<file path="src/design/plc_pkg.sv">
// plc_pkg: shared constants for the clamped pid regulator
// command codes, configuration register indexes, elapsed counter sizing
// no dependencies
package plc_pkg;

  // command carried in the input tuser bit
  localparam logic CMD_TICK   = 1'b0;
  localparam logic CMD_SAMPLE = 1'b1;

  // configuration register indexes
  localparam int unsigned CFG_ADDR_W = 3;
  localparam logic [CFG_ADDR_W-1:0] REG_SETPOINT      = 3'd0;
  localparam logic [CFG_ADDR_W-1:0] REG_KP_GAIN       = 3'd1;
  localparam logic [CFG_ADDR_W-1:0] REG_KI_GAIN       = 3'd2;
  localparam logic [CFG_ADDR_W-1:0] REG_KD_GAIN       = 3'd3;
  localparam logic [CFG_ADDR_W-1:0] REG_OUT_MIN       = 3'd4;
  localparam logic [CFG_ADDR_W-1:0] REG_OUT_MAX       = 3'd5;
  localparam logic [CFG_ADDR_W-1:0] REG_SAMPLE_PERIOD = 3'd6;

  // millisecond counter and sample period
  localparam int unsigned ELAPSED_W = 16;
  localparam logic [ELAPSED_W-1:0] ELAPSED_ALL_ONES = {ELAPSED_W{1'b1}};
  localparam logic [ELAPSED_W-1:0] SAMPLE_PERIOD_RESET = 16'd100;

endpackage

</file>
<file path="src/design/plc_mulq.sv">
// plc_mulq: signed fixed point multiply, result floored by FRAC fraction bits
// purely combinational; used by pid_loop_clamped for the three gain terms
// no package dependencies
module plc_mulq #(
  parameter int unsigned AW   = 16,
  parameter int unsigned BW   = 17,
  parameter int unsigned FRAC = 8
) (
  input  logic signed [AW-1:0]      a_i,
  input  logic signed [BW-1:0]      b_i,
  output logic signed [AW+BW-FRAC-1:0] p_o
);

  logic signed [AW+BW-1:0] prod;

  assign prod = $signed(a_i) * $signed(b_i);
  // dropping the low bits of a two's complement value rounds toward minus infinity
  assign p_o  = prod[AW+BW-1:FRAC];

endmodule

</file>
<file path="src/design/pid_loop_clamped.sv">
// pid_loop_clamped: sampled pid regulator with derivative on measurement
// and clamped drive; uses plc_pkg constants and plc_mulq for the gain products
//
// Usage:
//  - input stream: s_axis_tuser is the command (0 = millisecond tick,
//    1 = sample request), s_axis_tdata carries the signed measurement
//  - output stream: one result per input item; m_axis_tdata is the held,
//    clamped drive and m_axis_tuser is set when the item made an update
//  - config port: cfg_we_i writes cfg_wdata_i into register cfg_addr_i
//    (0 setpoint, 1 kp, 2 ki, 3 kd, 4 out_min, 5 out_max, 6 sample_period);
//    write only while no request is in flight
//  - the gain multipliers sit in the first stage, integral update, sum and
//    clamp in the second; each stage ends in a register
//  - one item per cycle while results are taken; the output register and the
//    product stage let a new request enter while a result waits
//  - a stalled receiver holds the output; once both stages are full the
//    input tready drops until the output is taken
//  - reset loads the register defaults, clears integral, last measurement
//    and drive, and sets the elapsed counter to all ones so the first
//    sample request fires
module pid_loop_clamped #(
  parameter int unsigned DATA_WIDTH = 16,
  parameter int unsigned FRAC_BITS  = 8,
  parameter int unsigned ACC_WIDTH  = 32
) (
  input  logic clk_i,
  input  logic rst_ni,

  input  logic                              cfg_we_i,
  input  logic [plc_pkg::CFG_ADDR_W-1:0]    cfg_addr_i,
  input  logic [((DATA_WIDTH > 16) ? DATA_WIDTH : 16)-1:0] cfg_wdata_i,

  input  logic                              s_axis_tvalid,
  output logic                              s_axis_tready,
  input  logic [((DATA_WIDTH+7)/8)*8-1:0]   s_axis_tdata,  // measurement
  input  logic                              s_axis_tuser,  // cmd

  output logic                              m_axis_tvalid,
  input  logic                              m_axis_tready,
  output logic [((DATA_WIDTH+7)/8)*8-1:0]   m_axis_tdata,  // drive, zero padded
  output logic                              m_axis_tuser   // updated
);

  localparam int unsigned D  = DATA_WIDTH;
  localparam int unsigned TW = ((DATA_WIDTH+7)/8)*8;
  localparam int unsigned EW = D + 1;                 // error / delta width
  localparam int unsigned KW = D + EW - FRAC_BITS;    // scaled product width
  localparam int unsigned MW = (ACC_WIDTH > KW) ? ACC_WIDTH : KW;
  localparam int unsigned IW = MW + 1;                // integral sum width
  localparam int unsigned YW = MW + 2;                // raw drive width

  localparam logic [D-1:0] KP_RESET      = {{(D-1){1'b0}}, 1'b1} << FRAC_BITS;
  localparam logic [D-1:0] OUT_MIN_RESET = {1'b1, {(D-1){1'b0}}};
  localparam logic [D-1:0] OUT_MAX_RESET = {1'b0, {(D-1){1'b1}}};
  localparam logic [ACC_WIDTH-1:0] ACC_MAX = {1'b0, {(ACC_WIDTH-1){1'b1}}};
  localparam logic [ACC_WIDTH-1:0] ACC_MIN = {1'b1, {(ACC_WIDTH-1){1'b0}}};

  // configuration registers
  logic signed [D-1:0] setpoint_q, kp_q, ki_q, kd_q, out_min_q, out_max_q;
  logic [plc_pkg::ELAPSED_W-1:0] period_q;

  always_ff @(posedge clk_i or negedge rst_ni) begin
    if (!rst_ni) begin
      setpoint_q <= '0;
      kp_q       <= KP_RESET;
      ki_q       <= '0;
      kd_q       <= '0;
      out_min_q  <= OUT_MIN_RESET;
      out_max_q  <= OUT_MAX_RESET;
      period_q   <= plc_pkg::SAMPLE_PERIOD_RESET;
    end else if (cfg_we_i) begin
      case (cfg_addr_i)
        plc_pkg::REG_SETPOINT:      setpoint_q <= cfg_wdata_i[D-1:0];
        plc_pkg::REG_KP_GAIN:       kp_q       <= cfg_wdata_i[D-1:0];
        plc_pkg::REG_KI_GAIN:       ki_q       <= cfg_wdata_i[D-1:0];
        plc_pkg::REG_KD_GAIN:       kd_q       <= cfg_wdata_i[D-1:0];
        plc_pkg::REG_OUT_MIN:       out_min_q  <= cfg_wdata_i[D-1:0];
        plc_pkg::REG_OUT_MAX:       out_max_q  <= cfg_wdata_i[D-1:0];
        plc_pkg::REG_SAMPLE_PERIOD: period_q   <= cfg_wdata_i[plc_pkg::ELAPSED_W-1:0];
        default: ;
      endcase
    end
  end

  // handshake
  logic out_valid_q, p_valid_q;
  logic out_adv, p_move, in_acc;

  assign out_adv       = !out_valid_q || m_axis_tready;
  assign p_move        = p_valid_q && out_adv;
  assign s_axis_tready = !p_valid_q || out_adv;
  assign in_acc        = s_axis_tvalid && s_axis_tready;

  // stage 1: fire decision, counter and last measurement, gain products
  logic [plc_pkg::ELAPSED_W-1:0] elapsed_q, elapsed_d;
  logic signed [D-1:0] last_meas_q, last_meas_d;
  logic signed [D-1:0] meas;
  logic signed [EW-1:0] err, dmeas;
  logic signed [KW-1:0] kp_term, ki_term, kd_term;
  logic fire;

  assign meas  = s_axis_tdata[D-1:0];
  assign fire  = (s_axis_tuser == plc_pkg::CMD_SAMPLE) && (elapsed_q >= period_q);
  assign err   = $signed({setpoint_q[D-1], setpoint_q}) - $signed({meas[D-1], meas});
  assign dmeas = $signed({meas[D-1], meas}) - $signed({last_meas_q[D-1], last_meas_q});

  always_comb begin
    elapsed_d   = elapsed_q;
    last_meas_d = last_meas_q;
    if (in_acc) begin
      if (s_axis_tuser == plc_pkg::CMD_TICK) begin
        if (elapsed_q != plc_pkg::ELAPSED_ALL_ONES) begin
          elapsed_d = elapsed_q + 1'b1;
        end
      end else if (fire) begin
        elapsed_d   = '0;
        last_meas_d = meas;
      end
    end
  end

  plc_mulq #(.AW(D), .BW(EW), .FRAC(FRAC_BITS)) u_mul_kp (
    .a_i(kp_q), .b_i(err), .p_o(kp_term)
  );
  plc_mulq #(.AW(D), .BW(EW), .FRAC(FRAC_BITS)) u_mul_ki (
    .a_i(ki_q), .b_i(err), .p_o(ki_term)
  );
  plc_mulq #(.AW(D), .BW(EW), .FRAC(FRAC_BITS)) u_mul_kd (
    .a_i(kd_q), .b_i(dmeas), .p_o(kd_term)
  );

  logic p_fire_q;
  logic signed [KW-1:0] p_kp_q, p_ki_q, p_kd_q;

  always_ff @(posedge clk_i or negedge rst_ni) begin
    if (!rst_ni) begin
      elapsed_q   <= plc_pkg::ELAPSED_ALL_ONES;
      last_meas_q <= '0;
      p_valid_q   <= 1'b0;
      p_fire_q    <= 1'b0;
    end else begin
      elapsed_q   <= elapsed_d;
      last_meas_q <= last_meas_d;
      if (in_acc) begin
        p_valid_q <= 1'b1;
        p_fire_q  <= fire;
      end else if (out_adv) begin
        p_valid_q <= 1'b0;
      end
    end
  end

  always_ff @(posedge clk_i) begin
    if (in_acc) begin
      p_kp_q <= kp_term;
      p_ki_q <= ki_term;
      p_kd_q <= kd_term;
    end
  end

  // stage 2: integral with saturation, raw drive, clamp
  logic signed [ACC_WIDTH-1:0] integ_q, integ_d;
  logic signed [IW-1:0] integ_sum;
  logic [IW-ACC_WIDTH:0] integ_top;
  logic signed [YW-1:0] y_raw, y_max, y_min;
  logic signed [D-1:0] y_clamp;

  assign integ_sum = $signed({{(IW-ACC_WIDTH){integ_q[ACC_WIDTH-1]}}, integ_q})
                   + $signed({{(IW-KW){p_ki_q[KW-1]}}, p_ki_q});
  assign integ_top = integ_sum[IW-1:ACC_WIDTH-1];

  always_comb begin
    if ((&integ_top) || !(|integ_top)) begin
      integ_d = integ_sum[ACC_WIDTH-1:0];
    end else if (integ_sum[IW-1]) begin
      integ_d = ACC_MIN;
    end else begin
      integ_d = ACC_MAX;
    end
  end

  assign y_raw = $signed({{(YW-KW){p_kp_q[KW-1]}}, p_kp_q})
               + $signed({{(YW-ACC_WIDTH){integ_d[ACC_WIDTH-1]}}, integ_d})
               - $signed({{(YW-KW){p_kd_q[KW-1]}}, p_kd_q});
  assign y_max = $signed({{(YW-D){out_max_q[D-1]}}, out_max_q});
  assign y_min = $signed({{(YW-D){out_min_q[D-1]}}, out_min_q});

  // upper bound is tested first, so it wins whenever y_raw is above it
  always_comb begin
    if (y_raw > y_max) begin
      y_clamp = out_max_q;
    end else if (y_raw < y_min) begin
      y_clamp = out_min_q;
    end else begin
      y_clamp = y_raw[D-1:0];
    end
  end

  // output register; drive doubles as the held drive
  logic signed [D-1:0] drive_q;
  logic updated_q;

  always_ff @(posedge clk_i or negedge rst_ni) begin
    if (!rst_ni) begin
      out_valid_q <= 1'b0;
      updated_q   <= 1'b0;
      drive_q     <= '0;
      integ_q     <= '0;
    end else if (out_adv) begin
      out_valid_q <= p_valid_q;
      if (p_valid_q) begin
        updated_q <= p_fire_q;
        if (p_fire_q) begin
          drive_q <= y_clamp;
          integ_q <= integ_d;
        end
      end
    end
  end

  assign m_axis_tvalid = out_valid_q;
  assign m_axis_tdata  = {{(TW-D){1'b0}}, drive_q};
  assign m_axis_tuser  = updated_q;

  // checks
  a_clamp_in_range: assert property (@(posedge clk_i) disable iff (!rst_ni)
    (p_valid_q && p_fire_q && (out_min_q <= out_max_q))
      |-> (y_clamp >= out_min_q && y_clamp <= out_max_q))
    else $error("clamped drive outside bounds");

  a_fire_clears_elapsed: assert property (@(posedge clk_i) disable iff (!rst_ni)
    (in_acc && fire) |=> (elapsed_q == '0))
    else $error("elapsed counter not cleared after update");

  a_ready_only_when_full: assert property (@(posedge clk_i) disable iff (!rst_ni)
    !s_axis_tready |-> (p_valid_q && out_valid_q && !m_axis_tready))
    else $error("input stalled with room in the pipeline");

  a_tick_no_update: assert property (@(posedge clk_i) disable iff (!rst_ni)
    (p_move && !p_fire_q) |=> (!m_axis_tuser && $stable(drive_q)))
    else $error("non-update item changed the drive");

endmodule
</file>
<file path="config.mk">
export PLATFORM = sky130hd
export DESIGN_NAME = pid_loop_clamped
export DESIGN_NICKNAME = d
export VERILOG_FILES = /design/src/design/plc_pkg.sv /design/src/design/plc_mulq.sv /design/src/design/pid_loop_clamped.sv
export SDC_FILE = /design/constraint.sdc
export NUM_CORES = 2
export LEC_CHECK = 0
export ABC_CLOCK_PERIOD_IN_PS = 9750
export BUFFER_PORTS_ARGS = -buffer_cell sky130_fd_sc_hd__buf_2
export CORE_MARGIN = 5
export CORE_UTILIZATION = 59
export CTS_BUF_LIST = sky130_fd_sc_hd__clkbuf_8 sky130_fd_sc_hd__clkbuf_16
export CTS_CLUSTER_SIZE = 8
export DETAILED_ROUTE_END_ITERATION = 16
export PLACE_DENSITY = 0.75
export SYNTH_ARGS = -nofsm -noshare
export SYNTH_HDL_FRONTEND = slang
export SYNTH_SLANG_ARGS = --single-unit
</file>
<file path="constraint.sdc">
create_clock -name clk_i -period 9.75 [get_ports clk_i]
set_input_delay 1.95 -clock clk_i [delete_from_list [all_inputs] [get_ports clk_i]]
set_output_delay 1.95 -clock clk_i [all_outputs]
set_load 0.005 [all_outputs]
</file>
==> out/metrics.cfg <==
[timing]
fin_crit_ns=9.477
fin_skew_ns=0.06917
finalCritPeriodShare_pct=97.19
setup_viol=0
fin_ws_ns=0.2735
finalHoldViolations=0
relSlewSlack_pct=25.42
slew_viol_final=0
max_freq_mhz=105.5
tightest_slew_ns=1.113

[logic_synthesis]
ys_seq_elements=271
syn-num-nets=6695
synthDistinctLibCells=81
ys_seq_area_share_pct=14.52
synthArstFlopShare_pct=72.32
synth_flop_cell=dfrtp_1
avgSynthCellArea_um2=9.235
synth_area_um2=49580
synth.top_cell.area_share_pct=34.72
yosys.area.top_type=fa_1
syn_inst=5369
ys_top_cells_by_area=fa_1 35%, ha_1 11%, dfrtp_1 8.1%
yosysWarnings=0
synth_edf_count=75

[clock_tree]
ctsHoldBuffers=0
clkLatencyLatePin_ns=0.60
cts.sinks=271
cts_tree=built
cts_max_path_buffers=3
clkTransAtPathRegs_ns=0.05
clock-root-buffer=clkbuf_16
cts_buffers=40
htreeDepth=2

[routing]
drtIter0Drc=2822
wl_per_cell_um=20.04
drt-total-wl_um=132900
dr.pass1.iters=6
vias=38128
drc=0
via_per_inst=5.748
antenna_left=0

[global_routing]
grt_util_all_layers_pct=30.37
grt_pass1_vias=40750
grt_max_degree=92
antenna_found_initial=8
grt_pass1_wl_um=216800
overflow=0

[job]
drv_cap=0

[finish]
ff_latch_area_um2=7202
multiInputGateArea_um2=37900
drive_above_1_share_pct=11.72
final_cell_area_um2=54170
layout_commonest_cell=inv_1
nets=6843
fillers=6764
layout_common_cells=1,050 x inv_1, 859 x fa_1, 694 x nand2_1
synthToLayoutAreaGrowth_pct=9.246

[setup_path]
r2r-end=m_axis_tdata[1]
crit_buf_inv=10
crit_arrival_ns=9.76
worst-path-max-fanout=3
r2r_slack_ns=0.48
max_stage_delay_ns=0.57
cp_common_cell=fa_1
worstSetupStartpointType=input port
slowest_stage=fa_1
end_kind=flip-flop
rr_worst_depth=36
path_delay_family=adder cells
regToRegStartpoint=p_ki_q[24]
crit_type=input port to flip-flop
required_ns=10.03

[placed_design]
io_buffers=59
gp_congestion=0.9410
pre_cts_slack_ns=-0.4732
placed_cell_area_um2=52670
dp_hpwl_um=105700

[worst_hold_path]
hold_start=m_axis_tuser
holdPathStages=2
whs_endpoint=m_axis_tuser
hold_path.class=flip-flop to flip-flop

[outcome]
status=completed

[die]
die_h_um=299.9
io_pins=60
start_util_pct=59.34
coreArea_um2=83560
num_rows=106
dieWidth_um=299.9
dieArea_um2=89940

routing by layer:
layer | track usage (%) | vias to the layer above | routed length (um)
met4 | 14.52 | 6 | 7512
met5 | 0 | - | 39
met1 | 39.22 | 19087 | 53140
met3 | 5.560 | 369 | 10160
li1 | - | 17219 | -
met2 | 49.97 | 1447 | 62070
layout make-up:
type                       instances  area share, %
multi-input combinational       3814          69.96
sequential                       271          13.30
inverter                        1027          7.117
timing repair buffer             363          4.945
tap                             1080          2.495
clock buffer                      40          1.848
clock inverter                    32         0.3118
antenna                            6        0.02772
timing repair:
item,4_1_cts,5_1_grt
resized for setup,0,50
endpoints found under the setup margin,0,48
buffers inserted,0,16
kinds of logic after synthesis:
group                      share of synthesized area, %
and+or+nand+nor                                   15.54
adders and majority gates                         45.45
buffers and inverters                             9.839
AOI/OAI and AO/OA                                 9.001
DFF                                               14.52
xor gates and xnor gates                          3.003
muxes                                             2.645
flip-flops by register name (all words and copies together) (netlist names), 16 cells and up:
signal        cells
ki_q             16
elapsed_q        16
out_max_q        16
setpoint_q       16
m_axis_tdata     16
period_q         16
kp_q             16
integ_q          32
kd_q             16
p_ki_q           25
p_kd_q           25
p_kp_q           25
last_meas_q      16
out_min_q        16
tightest hold or removal path, delay by kind of cell, from the launching register on:
| family | cells | cell delay, ns |
|---|---|---|
| flip-flops | 1 | 0.34 |
| AND/OR/NAND/NOR | 2 | 0.10 |
Yosys cell counts, drive strengths merged, types with 32 or more instances:
cell type and n:
o21ai 131, xor2 61, xnor2 109, nor3 50, nand2b 77, nand3 49
inv 1026, a311oi 32, o211ai 60, fa 860, edfxtp 75, dfrtp 160
mux2 104, nor2b 118, nand4 34, a21oi 153, nor2 155, and2 265
and3 38, ha 425, nand2 696, dfstp 36, nor4 43, clkbuf 230
a31oi 41, a21o 84
worst max path at each step:
stage	cells after the start	endpoint	startpoint
after floorplan	35	p_kd_q[24]	s_axis_tdata[0]
after global placement	36	p_kd_q[23]	s_axis_tdata[0]
after detailed placement	36	p_kd_q[24]	s_axis_tdata[0]
after CTS	36	p_kd_q[24]	s_axis_tdata[0]
after global routing	37	p_kd_q[24]	s_axis_tdata[0]
final	37	p_kd_q[23]	s_axis_tdata[0]
per-stage QoR:
| stage | hold slack, ns | instances | util, % | TNS, ns |
|---|---|---|---|---|
| floorplan | 0.4498 | 5369 | - | -0.0004254 |
| global placement | 0.4568 | 6539 | 63.04 | -6.067 |
| finish | 0.4776 | 6633 | 64.83 | 0 |
| CTS | 0.4805 | 6611 | 64.44 | 0 |
| global route | 0.5061 | 6630 | 64.82 | -0.2491 |
| detailed placement | 0.4694 | 6539 | 63.04 | -9.175 |
Power is not shown: default switching activity piles up to over one toggle a cycle in this logic, so the estimate is an artifact.
